[src/design/wavp_pkg.sv]
// ----------------------------------------------------------------------------
// wavp_pkg
// Types and constants shared by the WAV PCM stream parser modules.
// ----------------------------------------------------------------------------
package wavp_pkg;

  // chunk and file ids, first byte in the top bits
  localparam logic [31:0] ID_RIFF = 32'h5249_4646;
  localparam logic [31:0] ID_WAVE = 32'h5741_5645;
  localparam logic [31:0] ID_FMT  = 32'h666D_7420;
  localparam logic [31:0] ID_DATA = 32'h6461_7461;

  // result kinds
  localparam logic [1:0] KIND_SAMPLE  = 2'd0;
  localparam logic [1:0] KIND_SUMMARY = 2'd1;
  localparam logic [1:0] KIND_ERROR   = 2'd2;

  // error codes
  localparam logic [3:0] ERR_RIFF      = 4'd0;
  localparam logic [3:0] ERR_WAVE      = 4'd1;
  localparam logic [3:0] ERR_FORMAT    = 4'd2;
  localparam logic [3:0] ERR_FMT_SIZE  = 4'd3;
  localparam logic [3:0] ERR_ZERO_CH   = 4'd4;
  localparam logic [3:0] ERR_ZERO_RATE = 4'd5;
  localparam logic [3:0] ERR_ZERO_BYTE = 4'd6;
  localparam logic [3:0] ERR_ZERO_ALGN = 4'd7;
  localparam logic [3:0] ERR_BITS      = 4'd8;
  localparam logic [3:0] ERR_ALIGN     = 4'd9;
  localparam logic [3:0] ERR_ORDER     = 4'd10;
  localparam logic [3:0] ERR_NO_FMT    = 4'd11;
  localparam logic [3:0] ERR_NO_DATA   = 4'd12;
  localparam logic [3:0] ERR_TRUNC     = 4'd13;

  // result queue
  localparam int unsigned OQ_DEPTH = 4;
  localparam int unsigned OQ_AW    = $clog2(OQ_DEPTH);

  typedef struct packed {
    logic [7:0] data_byte;
    logic       end_of_file;
  } wavp_in_t;

  typedef struct packed {
    logic [1:0]         result_kind;
    logic signed [31:0] sample_value;
    logic [15:0]        channel_index;
    logic               frame_end;
    logic [3:0]         error_code;
    logic [15:0]        channel_count;
    logic [31:0]        rate_hz;
    logic [5:0]         sample_bits;
    logic [31:0]        frames_decoded;
    logic               run_last;
  } wavp_out_t;

  // up to two results written per byte
  typedef struct packed {
    logic      wr0;
    logic      wr1;
    wavp_out_t res0;
    wavp_out_t res1;
  } wavp_push_t;

endpackage

[src/design/wavp_oq.sv]
// ----------------------------------------------------------------------------
// wavp_oq
// Result queue: takes up to two results a cycle, hands out one per transfer.
// ----------------------------------------------------------------------------
module wavp_oq (
  input  logic                clk_i,
  input  logic                rst_ni,
  input  wavp_pkg::wavp_push_t push_i,
  output logic                room_o,
  output logic                out_valid_o,
  input  logic                out_ready_i,
  output wavp_pkg::wavp_out_t  out_data_o
);
  import wavp_pkg::*;

  wavp_out_t        mem_q [OQ_DEPTH];
  logic [OQ_AW-1:0] wptr_q, wptr_d;
  logic [OQ_AW-1:0] rptr_q, rptr_d;
  logic [OQ_AW:0]   cnt_q, cnt_d;
  logic [OQ_AW-1:0] wptr_nx;
  logic             pop;

  assign pop     = out_valid_o && out_ready_i;
  assign wptr_nx = wptr_q + OQ_AW'(1);

  always_comb begin
    wptr_d = wptr_q;
    rptr_d = rptr_q;
    if (push_i.wr0 && push_i.wr1) begin
      wptr_d = wptr_q + OQ_AW'(2);
    end else if (push_i.wr0) begin
      wptr_d = wptr_nx;
    end
    if (pop) begin
      rptr_d = rptr_q + OQ_AW'(1);
    end
    cnt_d = cnt_q + (OQ_AW+1)'(push_i.wr0) + (OQ_AW+1)'(push_i.wr1) - (OQ_AW+1)'(pop);
  end

  always_ff @(posedge clk_i or negedge rst_ni) begin
    if (!rst_ni) begin
      wptr_q <= '0;
      rptr_q <= '0;
      cnt_q  <= '0;
    end else begin
      wptr_q <= wptr_d;
      rptr_q <= rptr_d;
      cnt_q  <= cnt_d;
    end
  end

  always_ff @(posedge clk_i) begin
    if (push_i.wr0) begin
      mem_q[wptr_q] <= push_i.res0;
    end
    if (push_i.wr1) begin
      mem_q[wptr_nx] <= push_i.res1;
    end
  end

  // room for the two results a byte may cause
  assign room_o      = cnt_q <= (OQ_AW+1)'(OQ_DEPTH - 2);
  assign out_valid_o = cnt_q != '0;
  assign out_data_o  = mem_q[rptr_q];

endmodule

[src/design/wavp_parse.sv]
// ----------------------------------------------------------------------------
// wavp_parse
// Byte-wise RIFF/WAVE chunk walker, fmt checker and PCM sample assembler.
// ----------------------------------------------------------------------------
module wavp_parse (
  input  logic                 clk_i,
  input  logic                 rst_ni,
  input  logic                 go_i,
  input  wavp_pkg::wavp_in_t   item_i,
  output wavp_pkg::wavp_push_t push_o
);
  import wavp_pkg::*;

  typedef enum logic [7:0] {
    PH_RIFF  = 8'b0000_0001,
    PH_RSIZE = 8'b0000_0010,
    PH_WAVE  = 8'b0000_0100,
    PH_CID   = 8'b0000_1000,
    PH_CSIZE = 8'b0001_0000,
    PH_FMT   = 8'b0010_0000,
    PH_SKIP  = 8'b0100_0000,
    PH_DATA  = 8'b1000_0000
  } wavp_phase_e;

  wavp_phase_e phase_q, phase_d;
  logic [4:0]  pos_q, pos_d;
  logic [31:0] id_q, id_d;
  logic [31:0] acc_q, acc_d;
  logic [31:0] left_q, left_d;
  logic [15:0] chans_q, chans_d;
  logic [31:0] rate_q, rate_d;
  logic [15:0] align_q, align_d;
  logic [5:0]  bits_q, bits_d;
  logic        fmt_seen_q, fmt_seen_d;
  logic [15:0] chan_q, chan_d;
  logic [31:0] samp_q, samp_d;
  logic [31:0] frames_q, frames_d;
  logic        stopped_q, stopped_d;

  logic [7:0]  b;
  logic        eof;
  logic [31:0] id_next, acc_next, samp_next, left_dec;
  logic [15:0] v16;
  logic [4:0]  pos_inc;
  logic [16:0] chan_inc;
  logic        last_ch, bits_ok, frame_start, proc;
  logic [18:0] align_calc;
  logic        samp_v, summ_v, err_v, end_v;
  logic [3:0]  err_code;
  wavp_out_t   samp_res, end_res;

  assign b           = item_i.data_byte;
  assign eof         = item_i.end_of_file;
  assign id_next     = {id_q[23:0], b};
  assign acc_next    = {b, acc_q[31:8]};
  assign samp_next   = {b, samp_q[31:8]};
  assign left_dec    = left_q - 32'd1;
  assign v16         = acc_next[31:16];
  assign pos_inc     = pos_q + 5'd1;
  assign chan_inc    = {1'b0, chan_q} + 17'd1;
  assign last_ch     = chan_inc >= {1'b0, chans_q};
  assign bits_ok     = v16 inside {16'd8, 16'd16, 16'd24, 16'd32};
  // bits is a multiple of 8 here, so channels*bits/8 is channels*bytes
  assign align_calc  = 19'(chans_q) * 19'(v16[5:3]);
  // a frame that starts with fewer bytes left than one frame is the partial tail
  assign frame_start = (chan_q == '0) && (pos_q == '0);
  assign proc        = frame_start ? (left_q >= 32'(align_q)) : 1'b1;

  always_comb begin
    phase_d    = phase_q;
    pos_d      = pos_q;
    id_d       = id_q;
    acc_d      = acc_q;
    left_d     = left_q;
    chans_d    = chans_q;
    rate_d     = rate_q;
    align_d    = align_q;
    bits_d     = bits_q;
    fmt_seen_d = fmt_seen_q;
    chan_d     = chan_q;
    samp_d     = samp_q;
    frames_d   = frames_q;
    stopped_d  = stopped_q;
    samp_v     = 1'b0;
    summ_v     = 1'b0;
    err_v      = 1'b0;
    err_code   = ERR_RIFF;
    samp_res   = '0;
    end_res    = '0;

    if (go_i && !stopped_q) begin
      case (phase_q)
        PH_RIFF, PH_WAVE, PH_CID: begin
          id_d = id_next;
          if (pos_q >= 5'd3) begin
            pos_d = '0;
            if (phase_q == PH_RIFF) begin
              if (id_next != ID_RIFF) begin
                err_v    = 1'b1;
                err_code = ERR_RIFF;
              end else begin
                phase_d = PH_RSIZE;
              end
            end else if (phase_q == PH_WAVE) begin
              if (id_next != ID_WAVE) begin
                err_v    = 1'b1;
                err_code = ERR_WAVE;
              end else begin
                phase_d = PH_CID;
              end
            end else begin
              phase_d = PH_CSIZE;
            end
          end else begin
            pos_d = pos_inc;
          end
        end
        PH_RSIZE: begin
          if (pos_q >= 5'd3) begin
            pos_d   = '0;
            phase_d = PH_WAVE;
          end else begin
            pos_d = pos_inc;
          end
        end
        PH_CSIZE: begin
          acc_d = acc_next;
          if (pos_q >= 5'd3) begin
            pos_d = '0;
            if (id_q == ID_FMT) begin
              left_d  = acc_next;
              phase_d = PH_FMT;
            end else if (id_q == ID_DATA) begin
              if (!fmt_seen_q) begin
                err_v    = 1'b1;
                err_code = ERR_ORDER;
              end else begin
                left_d   = acc_next;
                chan_d   = '0;
                frames_d = '0;
                samp_d   = '0;
                phase_d  = PH_DATA;
                summ_v   = acc_next == '0;
              end
            end else begin
              // odd size: the pad byte is tracked in pos
              left_d  = acc_next;
              pos_d   = {4'd0, acc_next[0]};
              phase_d = (acc_next == '0) ? PH_CID : PH_SKIP;
            end
          end else begin
            pos_d = pos_inc;
          end
        end
        PH_FMT: begin
          acc_d = acc_next;
          pos_d = pos_inc;
          if (pos_q == 5'd1) begin
            if (v16 != 16'd1) begin
              err_v    = 1'b1;
              err_code = ERR_FORMAT;
            end else if (left_q != 32'd16) begin
              err_v    = 1'b1;
              err_code = ERR_FMT_SIZE;
            end
          end else if (pos_q == 5'd3) begin
            chans_d = v16;
            if (v16 == '0) begin
              err_v    = 1'b1;
              err_code = ERR_ZERO_CH;
            end
          end else if (pos_q == 5'd7) begin
            rate_d = acc_next;
            if (acc_next == '0) begin
              err_v    = 1'b1;
              err_code = ERR_ZERO_RATE;
            end
          end else if (pos_q == 5'd11) begin
            if (acc_next == '0) begin
              err_v    = 1'b1;
              err_code = ERR_ZERO_BYTE;
            end
          end else if (pos_q == 5'd13) begin
            align_d = v16;
            if (v16 == '0) begin
              err_v    = 1'b1;
              err_code = ERR_ZERO_ALGN;
            end
          end else if (pos_q >= 5'd15) begin
            if (!bits_ok) begin
              err_v    = 1'b1;
              err_code = ERR_BITS;
            end else if (19'(align_q) != align_calc) begin
              err_v    = 1'b1;
              err_code = ERR_ALIGN;
            end else begin
              bits_d     = v16[5:0];
              fmt_seen_d = 1'b1;
              pos_d      = '0;
              phase_d    = PH_CID;
            end
          end
        end
        PH_SKIP: begin
          if (left_q != '0) begin
            left_d = left_dec;
            if ((left_dec == '0) && (pos_q == '0)) begin
              phase_d = PH_CID;
            end
          end else begin
            pos_d   = '0;
            phase_d = PH_CID;
          end
        end
        PH_DATA: begin
          if (proc) begin
            if (pos_inc >= {2'd0, bits_q[5:3]}) begin
              samp_v                 = 1'b1;
              samp_res.result_kind   = KIND_SAMPLE;
              samp_res.sample_value  = $signed(samp_next ^ {(bits_q == 6'd8), 31'd0});
              samp_res.channel_index = chan_q;
              samp_res.frame_end     = last_ch;
              samp_d                 = '0;
              pos_d                  = '0;
              if (last_ch) begin
                chan_d   = '0;
                frames_d = frames_q + 32'd1;
              end else begin
                chan_d = chan_inc[15:0];
              end
            end else begin
              samp_d = samp_next;
              pos_d  = pos_inc;
            end
          end
          left_d = left_dec;
          summ_v = left_dec == '0;
        end
        default: begin
          stopped_d = 1'b1;
        end
      endcase

      if (summ_v) begin
        stopped_d = 1'b1;
      end

      if (!err_v && !stopped_d && eof) begin
        err_v = 1'b1;
        if ((phase_d == PH_CID) || (phase_d == PH_SKIP)) begin
          err_code = fmt_seen_d ? ERR_NO_DATA : ERR_NO_FMT;
        end else begin
          err_code = ERR_TRUNC;
        end
      end
      if (err_v) begin
        stopped_d = 1'b1;
      end
    end

    end_v            = summ_v || err_v;
    end_res.run_last = 1'b1;
    if (err_v) begin
      end_res.result_kind = KIND_ERROR;
      end_res.error_code  = err_code;
    end else begin
      end_res.result_kind    = KIND_SUMMARY;
      end_res.channel_count  = chans_q;
      end_res.rate_hz        = rate_q;
      end_res.sample_bits    = bits_q;
      end_res.frames_decoded = frames_d;
    end
    samp_res.run_last = !end_v;
  end

  assign push_o.wr0  = samp_v || end_v;
  assign push_o.wr1  = samp_v && end_v;
  assign push_o.res0 = samp_v ? samp_res : end_res;
  assign push_o.res1 = end_res;

  always_ff @(posedge clk_i or negedge rst_ni) begin
    if (!rst_ni) begin
      phase_q    <= PH_RIFF;
      pos_q      <= '0;
      id_q       <= '0;
      acc_q      <= '0;
      left_q     <= '0;
      chans_q    <= '0;
      rate_q     <= '0;
      align_q    <= '0;
      bits_q     <= '0;
      fmt_seen_q <= 1'b0;
      chan_q     <= '0;
      samp_q     <= '0;
      frames_q   <= '0;
      stopped_q  <= 1'b0;
    end else begin
      phase_q    <= phase_d;
      pos_q      <= pos_d;
      id_q       <= id_d;
      acc_q      <= acc_d;
      left_q     <= left_d;
      chans_q    <= chans_d;
      rate_q     <= rate_d;
      align_q    <= align_d;
      bits_q     <= bits_d;
      fmt_seen_q <= fmt_seen_d;
      chan_q     <= chan_d;
      samp_q     <= samp_d;
      frames_q   <= frames_d;
      stopped_q  <= stopped_d;
    end
  end

endmodule

[src/design/wav_pcm_stream_parser.sv]
// ----------------------------------------------------------------------------
// wav_pcm_stream_parser
// WAV file byte stream in, PCM samples, format summary or error out.
// ----------------------------------------------------------------------------
// Usage:
//   in channel  : one file byte per transfer, end_of_file set on the last one.
//   out channel : results in file order; sample transfers carry a Q1.31 value
//                 with its channel and a frame-end flag, then one summary or
//                 one error closes the stream. run_last marks the last result
//                 caused by a byte.
//   path        : a byte taken into the input register is parsed when the
//                 result queue has room; its results are written to the queue.
//   throughput  : one byte per cycle while the result queue has room; the
//                 parse step from input register to queue is combinational.
//   stalls      : the four-entry result queue keeps taking bytes while the
//                 receiver stalls, until fewer than two entries are free;
//                 then in_ready_o drops once the input register is full.
//   reset       : the parser waits for the RIFF id and the queue is empty.
//                 After a summary or an error, bytes are still taken and
//                 dropped until the next reset.
// ----------------------------------------------------------------------------
module wav_pcm_stream_parser (
  input  logic                clk_i,
  input  logic                rst_ni,
  input  logic                in_valid_i,
  output logic                in_ready_o,
  input  wavp_pkg::wavp_in_t  in_data_i,
  output logic                out_valid_o,
  input  logic                out_ready_i,
  output wavp_pkg::wavp_out_t out_data_o
);
  import wavp_pkg::*;

  logic       s1_valid_q, s1_valid_d;
  wavp_in_t   s1_data_q;
  logic       room;
  logic       s1_go;
  wavp_push_t push;

  assign s1_go      = s1_valid_q && room;
  assign in_ready_o = !s1_valid_q || s1_go;

  always_comb begin
    s1_valid_d = s1_valid_q;
    if (in_valid_i && in_ready_o) begin
      s1_valid_d = 1'b1;
    end else if (s1_go) begin
      s1_valid_d = 1'b0;
    end
  end

  always_ff @(posedge clk_i or negedge rst_ni) begin
    if (!rst_ni) begin
      s1_valid_q <= 1'b0;
    end else begin
      s1_valid_q <= s1_valid_d;
    end
  end

  always_ff @(posedge clk_i) begin
    if (in_valid_i && in_ready_o) begin
      s1_data_q <= in_data_i;
    end
  end

  wavp_parse u_parse (
    .clk_i  (clk_i),
    .rst_ni (rst_ni),
    .go_i   (s1_go),
    .item_i (s1_data_q),
    .push_o (push)
  );

  wavp_oq u_oq (
    .clk_i       (clk_i),
    .rst_ni      (rst_ni),
    .push_i      (push),
    .room_o      (room),
    .out_valid_o (out_valid_o),
    .out_ready_i (out_ready_i),
    .out_data_o  (out_data_o)
  );

endmodule

[config.mk]
export PLATFORM = sky130hd
export DESIGN_NAME = wav_pcm_stream_parser
export DESIGN_NICKNAME = d
export VERILOG_FILES = /design/src/design/wavp_pkg.sv /design/src/design/wavp_oq.sv /design/src/design/wavp_parse.sv /design/src/design/wav_pcm_stream_parser.sv
export SDC_FILE = /design/constraint.sdc
export NUM_CORES = 1
export LEC_CHECK = 0
export ABC_AREA = 1
export CAP_MARGIN = 20
export CORE_MARGIN = 2
export CORE_UTILIZATION = 30
export CTS_CLUSTER_SIZE = 12
export DETAILED_ROUTE_END_ITERATION = 8
export DONT_BUFFER_PORTS = 1
export SYNTH_ARGS = -nofsm -noshare
export SYNTH_HDL_FRONTEND = slang
export SYNTH_HIERARCHICAL = 1
export SYNTH_SLANG_ARGS = --single-unit
export TNS_END_PERCENT = 30
[constraint.sdc]
create_clock -name clk_i -period 10.65 [get_ports clk_i]
set_clock_uncertainty 0.05 [all_clocks]
set_input_delay 0.5325 -clock clk_i [delete_from_list [all_inputs] [get_ports clk_i]]
set_output_delay 0.5325 -clock clk_i [all_outputs]
set_load 0.01 [all_outputs]
; Word-level counts from Yosys, hierarchy flattened
; Memories as Yosys holds them, arrays and structs flattened.
; Index checks and enable logic that the tools add are counted.
[word_totals]
ff_bits = 278
latchBits = 0
ramBits = 568
mem_bits_ro = 0
inputBits = 13
output_inout_bits = 144
memories = 1
[op_classes]
n_addsub = 10
multipliers = 1
div_mod_pow = 0
n_lt_le_gt_ge = 6
n_eq_ne = 36
shifts = 0
muxes = 164
bitwise = 7
n_reduce_logical = 46
[memory_table]
columns = name, depth, width, read_ports, rd_ports_with_merged_regs, write_ports, line_no
row1 = u_oq.mem_q, 4, 142, 1, 0, 2, wavp_oq.sv:16  ; wavp_out_t mem_q [OQ_DEPTH];
[op_table]
columns = cell, count
row1 = 2-to-1 mux 32 bit, 19
row2 = 2-to-1 mux 8 bit, 21
row3 = 2-to-1 mux 51 bit, 3
row4 = 2-to-1 mux 142 bit, 1
row5 = one-hot mux 32 bit (2 select lines), 2
row6 = 2-to-1 mux 16 bit, 7
row7 = one-hot mux 32 bit (3 select lines), 1
row8 = 2-to-1 mux 86 bit, 1
row9 = 2-to-1 mux 4 bit, 20
row10 = 2-to-1 mux 5 bit, 14
row11 = == test 32 x 31 -> 1 bit (second input constant), 2
row12 = zero test 32 bit, 2
row13 = inequality test 32 x 31 -> 1 bit (second input constant), 2
row14 = 2-to-1 mux 1 bit, 58
row15 = 2-to-1 mux 49 bit, 1
row16 = one-hot mux 8 bit (5 select lines), 1
row17 = adder 32 x 1 -> 32 bit (second input constant), 1
row18 = == test 16 x 5 -> 1 bit (second input constant), 2
row19 = >= comparator 32 x 16 -> 1 bit, 1
row20 = zero test 16 bit, 2
row21 = inequality test 32 x 5 -> 1 bit (second input constant), 1
row22 = one-hot mux 16 bit (2 select lines), 1
row23 = nonzero test 32 bit, 1
row24 = subtractor 32 x 1 -> 32 bit (second input constant), 1
row25 = 59 further kinds, 105

; Logic depth before layout (Yosys ltp)
[depth]
word_depth = 23
ltp_mapped = 35
depth_no_buf = 33

; Hierarchy
; The synthesis kept the hierarchy.
[modules_own_cells]
columns = mod, n_inst, cells_per_inst, area_each_um2, seq_area_each_um2
row1 = wavp_oq, 1, 3259, 28697.5, 17231.5
row2 = wavp_parse, 1, 2902, 18944.4, 6132.1
row3 = wav_pcm_stream_parser, 1, 17, 322.8, 295.3

; Worst setup path after synthesis
; OpenSTA, ideal clock, no wires.
[synth_timing]
kind = register to register
startpoint = register u_parse.acc_q[27]
endpoint = memory u_oq/mem_q[0][0] (netlist bit), enable pin
arrival_ps = 6621
path_slack_ps = 2776
stages_incl_launch_ff = 31
path_buffers = 3
period_less_slack_ps = 7874
path_cell_list = dfrtp_1 > clkbuf_1 > buf_1 > nand2_1 > fa_1 > inv_1 > ha_1 > nand2_1 > inv_1 > nand2_1 > nand2_1 > a21oi_1 > nand3_1 > nand2_1 > nor2_1 > nor2_1 > nand3_1 > nor2_2 > nand2_1 > nand2_1 > nand2_1 > nand2_1 > nand2_1 > nand2_2 > nand3_2 > or2_2 > nand2_1 > inv_1 > nand2_1 > clkbuf_1 > nand2_1
[synth_rtl]
columns = element, line_no
row1 = from (decl), wavp_parse.sv:28  ; logic [31:0] acc_q, acc_d;
row2 = from (signal assigned), wavp_parse.sv:286  ; acc_q <= '0;
row3 = from (signal assigned), wavp_parse.sv:301  ; acc_q <= acc_d;
row4 = to (decl), wavp_oq.sv:16

==> metrics.log <==
[metrics] Synthesis Warnings: 6
[metrics] Max Freq: 135.6 MHz
[metrics] post-placement worst setup slack: ~3.4 ns
[metrics] max-cap violations: 0
[metrics] Most common cell on crit path: nand2_1
[metrics] crit path to: u_oq/mem_q[1][52]$_DFFE_PP_
[metrics] switching part of the total power: 0.3427
[metrics] DRC violations left: 0
[metrics] final-report setup violation count: 0
[metrics] path type of the worst min-delay path: in2async
[metrics] largest net degree at the start of global routing: 254
[metrics] FF-to-FF End: u_oq/mem_q[1][52]$_DFFE_PP_
[metrics] launch point of the worst path: u_parse/acc_q[27]$_DFFE_PN0P_
[metrics] CP peak stage delay: approximately 0.83 ns
[metrics] share of synthesized flip-flops with an asynchronous set or reset: 0.3048
[metrics] via count of the first global-routing pass: around 37,000
[metrics] layout cells sized above 1: 0.04588
[metrics] quantity of gates resized following cts: 0
[metrics] slew at the pin closest to its max-slew limit: 1.084 ns
[metrics] reg2reg setup slack: 3.28 ns
[metrics] initial antenna violation count: 6
[metrics] unrepaired setup endpoints after global routing: false
[metrics] clk buf depth: 3
[metrics] Crit path arrival time: ~7.6 ns
[metrics] starting density of the core: 0.3025
[metrics] number of hold buffers added after cts: 13
[metrics] Final Power: 8974 uW
[metrics] CP Launch Type: flop
[metrics] worst r2r path cells: 29
[metrics] Critical Path End Type: flop
[metrics] static leakage: 0.02115 uW
[metrics] Fillers: 16,420
[metrics] post-route antenna net violation count: 0
[metrics] number of vias after detailed routing: approximately 40,000
[metrics] CTS H-Tree Depth: 3
[metrics] cell taking the most area after synthesis: edfxtp_1
[metrics] Avg Inst Size Synth: ~7.8 sq um
[metrics] startpoint of the worst-slack reg-to-reg timing path: u_parse/acc_q[27]$_DFFE_PN0P_
[metrics] buffering stage count on the worst path with inverters included: 3
[metrics] critical-path maximum fanout: 96
[metrics] Worst Setup Slack, final: 3.276 ns
[metrics] master cell of the clock root buffer: clkbuf_16
[metrics] number of logic stages on the critical path including buffering: 29
[metrics] cell count after synthesis: 6,178
[metrics] type of the worst setup path: reg2reg
[metrics] combinational share of power: 0.223
[metrics] sequential share of power: 0.392
[metrics] period utilization: 0.6924
[metrics] number of primary I/O pins: 157
[metrics] dominant cells by area after synthesis: edfxtp_1, nand2_1, dfrtp_1, o21ai_0, inv_1
[metrics] outcome: finished, final reports clean
[metrics] Avg Vias per Cell: 4.853
[metrics] CTS Sinks: 830
[metrics] Skew-Pair Late Insertion Delay: 0.75 ns
[metrics] post-CTS setup buffer count: 0
[metrics] Routed Wire Length: between 100,000 and 150,000 um
[metrics] CTS tree: done
[metrics] number of DRC markers after the initial detailed-route iteration: 3,502
[metrics] Core Region: 0.1586 sq mm
[metrics] Top FF cell, synth: edfxtp_1
[metrics] net total in the final layout: between 6,000 and 7,000
[metrics] first-pass GRT wire length: roughly 220,000 um
[metrics] power share of the clock group: 0.385
[metrics] cell row count: ~150
[metrics] worst vdd ir: 0.0001216 V
[metrics] overall die area: 0.1631 sq mm
[metrics] Layout area overhead: 10.38%
[metrics] area share of the largest cell type after synthesis: 0.3612
[metrics] Sum Neg Setup Slack: 0 ns
[metrics] Synth cell types: 54
[metrics] Min Clock Period, post-route: 7.374 ns
[metrics] flip-flop and latch count after synthesis: 830
[metrics] number of enable-type register cells in the synthesized netlist: 577
[metrics] detailed-router iteration count before antenna repair: 6
[metrics] Rel. slew slack: 0.2748
[metrics] Detailed Place HPWL: 90,700 um
[metrics] Final Util: 0.3339
[metrics] Internal Power: 5899 uW
[metrics] final number of hold-violating endpoints: 0
[metrics] ratio of total power to cell area: 169.5 mW/mm^2
[metrics] Data required, critical path: 10.91 ns
[metrics] count of input and output buffers: 0
[metrics] sequential area share after synthesis: 0.4933
[metrics] critical-path cell with the highest stage delay: dfrtp_1
[metrics] category of cells accounting for the largest share of critical-path delay: simple AND/OR/NAND/NOR gates
[metrics] global placer's final weighted congestion: 0.9267
[metrics] GRT Overall Usage: 0.1714
[metrics] netlist area before placement: 0.04796 sq mm
[metrics] clock-pin slew reported for the worst setup and hold paths after clock tree synthesis: 0.06 ns
[metrics] cts bufs inserted: roughly 100
[metrics] Fin Hold WS: 0.2973 ns
[metrics] die extent in y: 403.9 um
[metrics] net switching component of the power: 3075 uW
[metrics] total grt overflow: 0
[metrics] number of pins exceeding their max-slew limit in the final report: 0
[metrics] Wirelength per Cell: 17.29 um
[metrics] x dimension of the die: 403.9 um
## layout by cell type, fill, tap and decap left out, types with 10 or more instances in the layout
cell type	instances
clkinv_2	20
xor2_1	50
nor4_1	30
fa_1	17
nand2_1	1696
clkbuf_16	101
o21ai_0	1036
a21oi_1	102
o21ai_1	69
nor2_2	20
nor3_1	78
edfxtp_1	577
buf_4	30
o22ai_1	18
nand3b_1	10
nand2_4	10
dfrtp_1	251
nor2_4	20
clkinv_1	13
a31oi_1	12
dlygate4sd3_1	12
clkbuf_8	21
clkbuf_1	18
nor2_1	703
nand3_1	156
conb_1	50
ha_1	69
inv_1	764
nand4_1	56
## sequential cells by signal, summed over array words and instances, names as in the netlist, 8 cells and up
| register | cells |
|---|---|
| u_parse/samp_q | 24 |
| u_parse/align_q | 16 |
| u_parse/phase_q | 8 |
| u_parse/id_q | 32 |
| u_parse/frames_q | 32 |
| u_parse/acc_q | 24 |
| u_parse/chans_q | 16 |
| s1_data_q | 9 |
| u_parse/chan_q | 16 |
| u_parse/rate_q | 32 |
| u_parse/left_q | 32 |
| u_oq/mem_q | 568 |
## Yosys cell counts (all sizes together), types with 2 or more instances
master and count:
or2 3, clkbuf 216, nand3b 10, dfrtp 252
xor2 50, o21ai 1105, o31ai 3, clkinv 6
nor3b 4, o211ai 7, nor4 31, a31oi 12
a22oi 7, edfxtp 577, nand4 56, o21a 2
xnor2 3, inv 768, fa 17, nor2 743
nand2 1710, ha 69, buf 148, o22ai 18
nor3 79, mux2 7, conb 2, a21oi 103
nand3 159
## power by group through the flow
stage               Sequential, uW  Combinational, uW  Clock (uW)
global route                  3520               2260        3660
finish                        3510               2000        3460
detailed placement            3580               2010           0
global placement              3580               2000           0
CTS                           3510               2050        3540
floorplan                     3520               1450           0
## cell families (layout without fill, tap and decap cells)
family / Yosys count / after routing / share of synthesized area
other: 2 / 51 / 0.0001566
xor gates and xnor gates: 53 / 53 / 0.009678
AOI/OAI and AO/OA: 1263 / 1263 / 0.1340
adders and majority gates: 86 / 86 / 0.02509
DFF: 830 / 830 / 0.4933
buffers and inverters: 1138 / 1015 / 0.09962
muxes: 7 / 7 / 0.001643
and+or+nand+nor: 2799 / 2799 / 0.2365
## worst reg2reg max path: cells and delay by family (launching register included)
family	cells	cell delay, ns
AND/OR/NAND/NOR	23	3.76
adder cells (fa/ha/maj)	3	1.20
buffers and inverters	3	1.01
flip-flops	1	0.83
## worst min-delay path by stage
stage / startpoint / endpoint / cells past startpoint
3_3_place_gp: rst_ni / s1_valid_q$_DFFE_PN0P_ / 0
5_1_grt: in_data_i[0] / s1_data_q[0]$_DFFE_PP_ / 1
4_1_cts: in_data_i[0] / s1_data_q[0]$_DFFE_PP_ / 1
3_5_place_dp: rst_ni / s1_valid_q$_DFFE_PN0P_ / 0
2_1_floorplan: rst_ni / s1_valid_q$_DFFE_PN0P_ / 0
6_report: rst_ni / s1_valid_q$_DFFE_PN0P_ / 2
## cell type report
type | instances | area, sq um | area share
timing repair buffer | 53 | 590.6 | 0.01115
sequential | 830 | 23660 | 0.4469
tap | 2072 | 2592 | 0.04897
clock inverter | 48 | 501.7 | 0.009477
multi-input combinational | 4258 | 19790 | 0.3739
inverter | 774 | 2915 | 0.05506
clock buffer | 140 | 2884 | 0.05447
antenna | 1 | 2.502 | 0.00004727
## per-stage QoR
stage	instances	area (sq um)
after floorplan	6226	48140
after global placement	7970	49310
after detailed placement	7970	49310
after CTS	8171	52840
after global routing	8175	52940
final	8176	52940
## metal layers
metal	up-vias	global-route usage	wire length (um)	part of all wire
met3	190	0.03699	9837	0.070
li1	19640	-	-	-
met2	1041	0.2796	65380	0.46
met1	18810	0.2261	62360	0.44
met5	-	0	0	0
met4	0	0.05394	3817	0.027
Power figures use the tool's default switching activity.
